--- config.mk ---
export PLATFORM = sky130hd
export DESIGN_NAME = grwc_front_flat
export DESIGN_NICKNAME = d
export VERILOG_FILES = /design/src/sv/grwc_pkg.sv /design/src/sv/grwc_ifs.sv /design/src/sv/grwc_front.sv /design/src/flat_wrapper.sv
export SDC_FILE = /design/constraint.sdc
export NUM_CORES = 1
export LEC_CHECK = 0
export BUFFER_PORTS_ARGS = -buffer_cell sky130_fd_sc_hd__buf_2
export CAP_MARGIN = 20
export CORE_ASPECT_RATIO = 0.7
export CORE_UTILIZATION = 52
export CTS_CLUSTER_DIAMETER = 120
export DETAILED_ROUTE_END_ITERATION = 16
export GPL_ROUTABILITY_DRIVEN = 1
export GPL_TIMING_DRIVEN = 0
export PLACE_DENSITY = 0.9
export SYNTH_ARGS = -nofsm -noshare
export SYNTH_HDL_FRONTEND = slang
export SYNTH_SLANG_ARGS = --single-unit
export TNS_END_PERCENT = 50
--- constraint.sdc ---
create_clock -name clk_i -period 6.4 [get_ports clk_i]
set_input_delay 0.64 -clock clk_i [delete_from_list [all_inputs] [get_ports clk_i]]
set_output_delay 0.64 -clock clk_i [all_outputs]
set_load 0.1 [all_outputs]
--- src/sv/grwc_pkg.sv ---
// shared constants, types and item classification for the grid ray wall cast unit
package grwc_pkg;
  localparam int MAP_DIM   = 64;
  localparam int FRAC_BITS = 16;
  localparam int IDX_W     = 6;
  localparam int ADDR_W    = 2 * IDX_W;
  localparam int CELL_W    = 2;
  localparam int POS_W     = 22;
  localparam int DIR_W     = 18;
  localparam int VC_W      = 17;
  localparam int DIST_W    = 24;
  localparam int LIM_W     = 7;
  localparam int DIVW      = 35;
  localparam int QW        = 42;
  localparam int CW        = 44;
  localparam int D2W       = 46;
  localparam int ROOT_W    = 24;
  localparam int DCNT_W    = 6;

  localparam logic [LIM_W-1:0]  MAP_DIM_L = LIM_W'(MAP_DIM);
  localparam logic [DIST_W-1:0] DIST_MAX  = {DIST_W{1'b1}};

  localparam logic [CELL_W-1:0] CELL_WALL    = 2'd1;
  localparam logic [CELL_W-1:0] CELL_OUTSIDE = 2'd3;

  localparam logic [1:0] REG_MAP_WIDTH  = 2'd0;
  localparam logic [1:0] REG_MAP_HEIGHT = 2'd1;

  typedef enum logic [1:0] {
    KIND_WRITE,
    KIND_CAST,
    KIND_DROP
  } kind_e;

  typedef struct packed {
    kind_e              kind;
    logic [ADDR_W-1:0]  addr;
    logic [CELL_W-1:0]  val;
    logic [POS_W-1:0]   pos_x;
    logic [POS_W-1:0]   pos_y;
    logic [DIR_W-1:0]   dir_x;
    logic [DIR_W-1:0]   dir_y;
    logic [VC_W-1:0]    vc;
  } item_t;

  typedef struct packed {
    logic  valid;
    item_t item;
  } head_t;
endpackage

--- src/sv/grwc_ifs.sv ---
// item and result channel interfaces
interface grwc_item_if;
  import grwc_pkg::*;
  logic               valid;
  logic               ready;
  logic               func;
  logic [IDX_W-1:0]   cell_x;
  logic [IDX_W-1:0]   cell_y;
  logic [CELL_W-1:0]  cell_value;
  logic [POS_W-1:0]   pos_x;
  logic [POS_W-1:0]   pos_y;
  logic signed [DIR_W-1:0] dir_x;
  logic signed [DIR_W-1:0] dir_y;
  logic [VC_W-1:0]    view_cos;
  modport source (output valid, func, cell_x, cell_y, cell_value, pos_x, pos_y, dir_x, dir_y,
                  view_cos, input ready);
  modport sink (input valid, func, cell_x, cell_y, cell_value, pos_x, pos_y, dir_x, dir_y,
                view_cos, output ready);
endinterface


--- src/sv/grwc_front.sv ---
// front end: accepts items, classifies them and queues them for the back end
module grwc_front import grwc_pkg::*; (
  input  logic  clk_i,
  input  logic  rst_ni,
  grwc_item_if.sink item_i,
  output head_t head_o,
  input  logic  pop_i
);
  item_t      fifo_q [2];
  logic       wptr_q, rptr_q;
  logic [1:0] cnt_q;
  logic       push;
  item_t      in_item;

  assign item_i.ready = (cnt_q != 2'd2);
  assign push = item_i.valid && item_i.ready;

  always_comb begin
    in_item.addr  = {item_i.cell_y, item_i.cell_x};
    in_item.val   = item_i.cell_value;
    in_item.pos_x = item_i.pos_x;
    in_item.pos_y = item_i.pos_y;
    in_item.dir_x = item_i.dir_x;
    in_item.dir_y = item_i.dir_y;
    in_item.vc    = item_i.view_cos;
    if (item_i.func) begin
      in_item.kind = KIND_CAST;
    end else if ({1'b0, item_i.cell_x} < MAP_DIM_L && {1'b0, item_i.cell_y} < MAP_DIM_L) begin
      in_item.kind = KIND_WRITE;
    end else begin
      in_item.kind = KIND_DROP;
    end
  end

  always_ff @(posedge clk_i or negedge rst_ni) begin
    if (!rst_ni) begin
      wptr_q <= 1'b0;
      rptr_q <= 1'b0;
      cnt_q  <= '0;
    end else begin
      if (push) wptr_q <= ~wptr_q;
      if (pop_i) rptr_q <= ~rptr_q;
      cnt_q <= cnt_q + {1'b0, push} - {1'b0, pop_i};
    end
  end

  always_ff @(posedge clk_i) begin
    if (push) fifo_q[wptr_q] <= in_item;
  end

  assign head_o.valid = (cnt_q != 2'd0);
  assign head_o.item  = fifo_q[rptr_q];
endmodule

--- src/flat_wrapper.sv ---
// flat-port wrapper written by rule: the top's interface ports become plain ports
module grwc_front_flat import grwc_pkg::*;
  (clk_i, rst_ni, head_o, pop_i, item_i_valid, item_i_func, item_i_cell_x, item_i_cell_y, item_i_cell_value, item_i_pos_x, item_i_pos_y, item_i_dir_x, item_i_dir_y, item_i_view_cos, item_i_ready);
  grwc_item_if item_i_i ();
  input  logic clk_i;
  input  logic rst_ni;
  output head_t head_o;
  input  logic pop_i;
  input wire logic [$bits(item_i_i.valid)-1:0] item_i_valid;
  input wire logic [$bits(item_i_i.func)-1:0] item_i_func;
  input wire logic [$bits(item_i_i.cell_x)-1:0] item_i_cell_x;
  input wire logic [$bits(item_i_i.cell_y)-1:0] item_i_cell_y;
  input wire logic [$bits(item_i_i.cell_value)-1:0] item_i_cell_value;
  input wire logic [$bits(item_i_i.pos_x)-1:0] item_i_pos_x;
  input wire logic [$bits(item_i_i.pos_y)-1:0] item_i_pos_y;
  input wire logic [$bits(item_i_i.dir_x)-1:0] item_i_dir_x;
  input wire logic [$bits(item_i_i.dir_y)-1:0] item_i_dir_y;
  input wire logic [$bits(item_i_i.view_cos)-1:0] item_i_view_cos;
  output wire logic [$bits(item_i_i.ready)-1:0] item_i_ready;
  assign item_i_i.valid = item_i_valid;
  assign item_i_i.func = item_i_func;
  assign item_i_i.cell_x = item_i_cell_x;
  assign item_i_i.cell_y = item_i_cell_y;
  assign item_i_i.cell_value = item_i_cell_value;
  assign item_i_i.pos_x = item_i_pos_x;
  assign item_i_i.pos_y = item_i_pos_y;
  assign item_i_i.dir_x = item_i_dir_x;
  assign item_i_i.dir_y = item_i_dir_y;
  assign item_i_i.view_cos = item_i_view_cos;
  assign item_i_ready = item_i_i.ready;
  grwc_front u_core (.clk_i(clk_i), .rst_ni(rst_ni), .item_i(item_i_i), .head_o(head_o), .pop_i(pop_i));
endmodule
=== Yosys cells after proc, flatten, opt, wreduce, memory -nomap -nowiden ===
Memory sizes are Yosys's and may differ from the RTL's.
Index checks and enable logic that the tools add are counted.

* Equality and inequality tests: 1
* Multiplexer cells: 3
* Divide/modulo/power cells: 0
* Reductions and logical operators: 2
* Order comparisons: 0
* Add/subtract/negate cells: 2
* Multipliers: 0
* Shift-type cells: 0
* Bitwise operators: 2

{| class="wikitable"
|+ Operators with widths
! operator !! count
|-
| 1-bit two-way mux || 3
|-
| 2-bit by 1-bit adder with 2-bit output || 1
|-
| 2-bit inequality test, second input constant || 1
|-
| 1-bit NOT || 2
|-
| 2-bit nonzero test || 1
|-
| 2-bit by 1-bit subtractor with 2-bit output || 1
|-
| 1-bit logical AND || 1
|}

* Output and inout port bits: 115
* Memory bits (read-only): 0
* Bits in registers: 4
* Memories kept: 1
* Bits of input ports: 116
* Latch bits: 0
* RAM bits: 224
* Logic and storage cells: 14

{| class="wikitable"
|+ Memories
! memory !! words !! bits a word !! read ports !! clocked after Yosys merged registers in !! write ports !! RTL line !! text
|-
| u_core.fifo_q || 2 || 112 || 1 || 0 || 1 || grwc_front.sv:9 || <nowiki>item_t fifo_q [2];</nowiki>
|}

=== Depth between registers and ports, before layout ===
Gate-level depths: netlist of run 1.

* Depth in word-level cells: 4
* Depth in mapped cells: 5
* Mapped depth without buffers: 5

=== Worst setup path after synthesis of run 1 ===
No wires, ideal clock.

* Kind: register to register
* Start point: reg u_core.cnt_q[0]
* End point: mem u_core.fifo_q[0][0] in the netlist's numbering, enable pin
* Stages on the path, launching flop included: 4
* Buffers on the path: 0
* Required time: 5.815 ns
* Data arrival time: 6.137 ns
* Path slack: -0.322 ns
* Cells stage by stage: dfrtp_1 > nand2b_1 > nand2_1 > nor2_1

* Longest elaborated chain between the ends: 4

{| class="wikitable"
|+ RTL lines
! element !! RTL line !! text
|-
| from (decl) || grwc_front.sv:11 || <nowiki>logic [1:0] cnt_q;</nowiki>
|-
| from (signal assigned) || grwc_front.sv:43 || <nowiki>cnt_q <= cnt_q + {1'b0, push} - {1'b0, pop_i};</nowiki>
|-
| 2-bit inequality test || grwc_front.sv:15 || <nowiki>assign item_i.ready = (cnt_q != 2'd2);</nowiki>
|-
| via item_i_ready || flat_wrapper.sv:19 || <nowiki>output wire logic [$bits(item_i_i.ready)-1:0] item_i_ready;</nowiki>
|-
| 1-bit logical AND || grwc_front.sv:16 || <nowiki>assign push = item_i.valid && item_i.ready;</nowiki>
|-
| 1-bit two-way mux || grwc_front.sv:48 || <nowiki>if (push) fifo_q[wptr_q] <= in_item;</nowiki>
|-
| 1-bit two-way mux (implied by the code) || grwc_front.sv:48 ||
|-
| to (decl) || grwc_front.sv:9 ||
|}

The timed path passes the listed nets, and every way through them passes these cells.

==> results.md, run 1 <==
* Post-CTS Resized at 0
* GRT Util Overall at 18.9%
* WL final at 16.5 mm
* Post-Syn Instances at 369
* Post-synth top area share at 78.4%
* H-Tree Depth at 1
* Adder-cell share of the synthesized area at 0.146%
* Max-slew violation count at 0
* Area delta synth->final at 26.6%
* Crit path max fanout at 10
* R2r worst-path depth at 5
* Terminus of the critical flop-to-flop path: u_core.fifo_q[0][0]$_DFFE_PP_
* Initial Util at 54.2%
* WP data required at 5.76 ns
* Hold Startpoint: item_i_cell_y[4]
* Synth Area in Compound Gates at 0%
* XOR/XNOR share of the synthesized area at 0.408%
* Clock slew seen by the registers of the worst setup and hold paths at 0.06 ns
* Distinct cells, synth at 20
* Ys Warns at 0
* Worst Skew at 0.00991 ns
* Wire per inst at 19.1 µm
* CTS tree: built
* Max-cap violation count at 0
* Worst Hold Endpoint: u_core.fifo_q[1][109]$_DFFE_PP_
* RD Place Congestion at 0.712
* ANT nets after route at 0
* Hold Vio Cnt, Final at 0
* Setup CP Type: reg -> out
* Overflow after GRT at 0
* Vias/cell at 5.03
* N_diodes at 0
* Status: complete, no violations
* Clock buffer depth at 3
* Layout cell share with drive strength beyond 1 at 61.2%
* Synth Area in Simple Gates at 0.423%
* NumNets Final at 744
* Hold path depth at 1
* Largest net degree at the start of global routing at 58
* RSZ-0062 raised after global routing: false
* Crit path launch type: flip-flop
* Worst hold path type: in -> reg
* Post-synthesis mux area share at 17.9%
* Io pins at 231
* Final setup fails at 0
* DRC violations left at 0
* Root Driver: clkbuf_16
* Post-synthesis net count at 486
* Antenna violations before repair at 3
* CTS buffer count at 22
* Worst skew pair latency at 0.49 ns
* I/O Buffers at 229
* Core ar. at 15800 µm²
* Vias in the first global route at 4523
* Fillers at 1000
* Cell Area, Synth at 8580 µm²
* Synth Register Bits at 228
* Yosys top cell by area: edfxtp_1
* Register area share after synthesis at 79.5%
* First-pass GRT wire length at 23.9 mm
* 1st-iter DRT viols at 277
* Top post-synthesis cells by area: edfxtp_1 (78%), mux2_4 (12%), mux2_2 (5.5%), dfrtp_1 (1.2%), buf_6 (1.0%)
* Vias at 4338
* Detailed-placement wirelength estimate at 11.4 mm
* Sink Count at 228
* DR pass1 iterations at 4
* Normalized max-slew margin at 43.9%
* Die Width at 156 µm
* Cell Rows at 38
* Final worst-path cycle share at 40.9%
* Setup Total Neg Slack at 0 ns
* Slew @ Worst Pin at 0.839 ns
* Crit path capture type: output port
* Tmin final at 2.62 ns
* Largest family of logic cells by synthesized area: multiplexers
* Reg-to-reg startpoint: u_core.cnt_q[0]$_DFF_PN0_
* Final Core Density at 68.6%
* Fmax at 382 MHz
* Worst reg2reg setup slack at 4.14 ns
* WP data arrival at 1.98 ns
* Die height at 110 µm
* Avg Cell Area, Syn at 23.3 µm²
* DIE AREA at 17000 µm²
## worst max-delay path, cell delays in order, from the launching register on
cell and delay (ns):
dfrtp_1 0.37, buf_6 0.13, buf_8 0.16, buf_6 0.18
mux2_4 0.21, buf_2 0.43
## cell usage after synthesis (all sizes together)
master,number
xnor2,2
and3,1
mux2i,1
nor2,1
conb,1
buf,14
nor2b,1
mux2,112
edfxtp,224
or2,1
ha,1
dfrtp,4
nand2b,1
xor2,2
inv,1
nand2,2
## registers in the layout (all words and copies together) (netlist names)
| name | flops |
|---|---|
| u_core.fifo_q | 224 |
| u_core.cnt_q | 2 |
| u_core.rptr_q | 1 |
| u_core.wptr_q | 1 |
## cell type report
cell class	instances	area [µm²]	area share [%]
multi-input cells	126	1630	15.0
clock buffers	31	626	5.76
repair buffers	234	1250	11.5
inverters	1	3.75	0.0345
well taps	220	275	2.53
clock inverters	8	119	1.09
plain buffers	14	133	1.22
flip-flops and latches	228	6830	62.8
## repair_timing
item,in CTS,in global routing
endpoints found under the setup margin,0,0
endpoints found under the hold margin,4,0
hold buffers,1,0
buffers inserted,0,0
## metal layers
layer | up-vias | routed length (µm) | GRT usage [%]
li1 | 1974 | - | -
met1 | 2126 | 6670 | 23.4
met2 | 207 | 7920 | 32.0
met3 | 29 | 1510 | 6.23
met4 | 2 | 346 | 5.53
met5 | - | 13 | 0
## worst max-delay path by stage
stage	startpoint	endpoint	slack, ns
4_1_cts	u_core.rptr_q$_DFFE_PN0P_	head_o[94]	3.75
2_1_floorplan	u_core.cnt_q[0]$_DFF_PN0_	u_core.fifo_q[0][0]$_DFFE_PP_	1.57
6_report	u_core.rptr_q$_DFFE_PN0P_	head_o[94]	3.78
5_1_grt	u_core.rptr_q$_DFFE_PN0P_	head_o[93]	3.72
3_3_place_gp	item_i_valid	u_core.fifo_q[0][56]$_DFFE_PP_	1.04
3_5_place_dp	item_i_valid	u_core.fifo_q[0][0]$_DFFE_PP_	3.96
## cell usage in the layout (no fill, tap or decap), drive strengths merged
master and n:
buf 247, edfxtp 224, mux2 112, clkbuf 31, dfrtp 4, clkinv 4
bufinv 3, nand2 2, xor2 2, xnor2 2, nand2b 1, inv 1
nor2b 1, mux2i 1, or2 1, and3 1, nor2 1, ha 1
conb 1, clkinvlp 1, dlygate4sd3 1
## metrics by stage
| stage | hold WS [ns] | setup slack [ns] | cell area [µm²] | cells |
|---|---|---|---|---|
| after global routing | 0.317 | 3.72 | 10900 | 862 |
| after CTS | 0.319 | 3.75 | 10900 | 862 |
| after detailed placement | 0.452 | 3.96 | 10100 | 822 |
| final | 0.340 | 3.78 | 10900 | 862 |
| after floorplan | 0.344 | 1.57 | 8590 | 369 |
| after global placement | 0.444 | 1.04 | 10000 | 818 |
## kinds of logic (layout without fill, tap and decap cells)
family	Yosys count	count (layout)
and+or+nand+nor	7	7
other	1	1
DFF	228	228
muxes	113	113
xor gates and xnor gates	4	4
buffers and inverters	15	288
adders and majority gates	1	1
Power of run 1 is left out: the tool's default activity adds up to more than one toggle a clock period on the data nets, which glitch-free logic cannot reach.
==> run 2: changes to the inputs <==
--- a/config.mk
+++ b/config.mk
@@ -8,12 +8,12 @@
 export BUFFER_PORTS_ARGS = -buffer_cell sky130_fd_sc_hd__buf_2
 export CAP_MARGIN = 20
 export CORE_ASPECT_RATIO = 0.7
-export CORE_UTILIZATION = 52
+export CORE_UTILIZATION = 47
 export CTS_CLUSTER_DIAMETER = 120
 export DETAILED_ROUTE_END_ITERATION = 16
 export GPL_ROUTABILITY_DRIVEN = 1
 export GPL_TIMING_DRIVEN = 0
-export PLACE_DENSITY = 0.9
+export PLACE_DENSITY = 0.86
 export SYNTH_ARGS = -nofsm -noshare
 export SYNTH_HDL_FRONTEND = slang
 export SYNTH_SLANG_ARGS = --single-unit
==> constraint.sdc (replaced) <==
create_clock -name clk_i -period 2.1 [get_ports clk_i]
set_input_delay 0.21 -clock clk_i [delete_from_list [all_inputs] [get_ports clk_i]]
set_output_delay 0.21 -clock clk_i [all_outputs]
set_load 0.1 [all_outputs]
==> results.md, run 2 (synthesis gave the netlist of run 1 again) <==
* DR pass1 iterations at 4
* Antenna violations before repair at 0
* NumNets Final at 860
* ANT nets after route at 0
* Clock slew seen by the registers of the worst setup and hold paths at 0.07 ns
* Crit path launch type: flip-flop
* Crit path capture type: output port
* Top reg by flops: u_core.fifo_q
* I/O Buffers at 229
* DRC violations left at 0
* Filler-free cell count of the finished design at 985
* R2r worst-path depth at 4
* Cell Rows at 40
* Largest regs: u_core.fifo_q x224, u_core.cnt_q x2
* Die height at 115 µm
* Vias/cell at 5.02
* Placed Cells at 833
* Detailed-placement wirelength estimate at 11.4 mm
* Sink Count at 228
* Max reg flops at 224
* Post-CTS setup buffers at 0
* WL final at 21.2 mm
* Clock buffer depth at 3
* Hold Vio Cnt, Final at 0
* Reg-to-reg startpoint: u_core.cnt_q[0]$_DFF_PN0_
* Worst Skew at 0.0165 ns
* Max-cap violation count at 0
* Die Width at 164 µm
* Wire per inst at 21.5 µm
* WP data arrival at 1.87 ns
* 1st-iter DRT viols at 328
* Vias at 4943
* CTS buffer count at 23
* First-pass GRT wire length at 29.1 mm
* DIE AREA at 18800 µm²
* Worst skew pair latency at 0.50 ns
* Normalized max-slew margin at 42.4%
* Overflow after GRT at 0
* Core ar. at 17500 µm²
* Fmax at 480 MHz
* Initial Util at 49.0%
* Worst hold path type: in -> async
* Tmin final at 2.08 ns
* Terminus of the critical flop-to-flop path: u_core.fifo_q[0][42]$_DFFE_PP_
* WP data required at 1.89 ns
* Io pins at 231
* GRT Util Overall at 20.7%
* Root Driver: clkbuf_16
* Status: complete, no violations
* CTS tree: built
* Setup CP Type: reg -> out
* Layout cell share with drive strength beyond 1 at 52.1%
* Worst reg2reg setup slack at 0.22 ns
* Most common cell after layout, fill and taps aside: edfxtp_1
* Final setup fails at 0
* Crit path max fanout at 10
* Final worst-path cycle share at 99.2%
* RD Place Congestion at 0.765
* Max-slew violation count at 0
* Largest net degree at the start of global routing at 64
* Slew @ Worst Pin at 0.864 ns
* Commonest non-fill, non-tap cells in the layout: edfxtp_1 (224), buf_2 (129), dlygate4sd3_1 (114), buf_6 (70), mux2_4 (70)
* Setup Total Neg Slack at 0 ns
* Area delta synth->final at 45.8%
* Vias in the first global route at 5299
* H-Tree Depth at 1
-- run 2: worst max path at each step --
stage | slack [ns] | startpoint | endpoint | cells after the start
6_report | 0.02 | u_core.rptr_q$_DFFE_PN0P_ | head_o[5] | 4
2_1_floorplan | -0.80 | u_core.cnt_q[1]$_DFF_PN0_ | u_core.fifo_q[0][0]$_DFFE_PP_ | 3
4_1_cts | -0.004 | u_core.rptr_q$_DFFE_PN0P_ | head_o[24] | 4
3_5_place_dp | -0.003 | u_core.cnt_q[0]$_DFF_PN0_ | u_core.fifo_q[0][32]$_DFFE_PP_ | 4
3_3_place_gp | -1.28 | u_core.cnt_q[0]$_DFF_PN0_ | u_core.fifo_q[0][46]$_DFFE_PP_ | 3
5_1_grt | -0.03 | u_core.rptr_q$_DFFE_PN0P_ | head_o[20] | 4
-- run 2: worst max-delay path, cell delays in order (launching register included) --
cell     delay (ns)
dfrtp_1        0.37
buf_6          0.13
buf_4          0.19
mux2_2         0.25
buf_2          0.43
-- run 2: cell type report --
class                      count  area [µm²]
antenna                        1        2.50
buffer                        14         179
clock buffer                  29         598
clock inverter                 6        65.1
fill                         990        5000
inverter                       1        3.75
multi-input combinational    128        1660
sequential                   228        6830
tap                          231         289
timing repair buffer         347        2890
-- run 2: routing by layer --
layer	global-route usage [%]	vias up	part of all wire [%]	wire length [µm]
met5	0	-	0	0
met3	5.27	41	7.6	1620
met1	24.4	2452	39	8290
li1	-	2205	-	-
met2	38.0	245	51	10800
met4	5.12	0	2.4	519
-- run 2: metrics by stage --
step	util (%)	cell area [µm²]	setup WS, ns	hold slack (ns)
3_5_place_dp	57.9	10100	-0.00270	0.0208
2_1_floorplan	-	8610	-0.802	-0.0856
3_3_place_gp	57.3	10000	-1.28	0.0137
4_1_cts	70.1	12300	-0.00399	0.0298
5_1_grt	71.5	12500	-0.0260	0.0693
6_report	71.5	12500	0.0173	0.0752
-- run 2: repair_timing --
action                     CTS  global route
setup endpoints to repair  155           200
hold endpoints to repair   229             0
hold buffers               114             0
resized for setup          113            69
pin swaps                    2             1
gates cloned                 0             2
Power of run 2 is left out for the same reason.
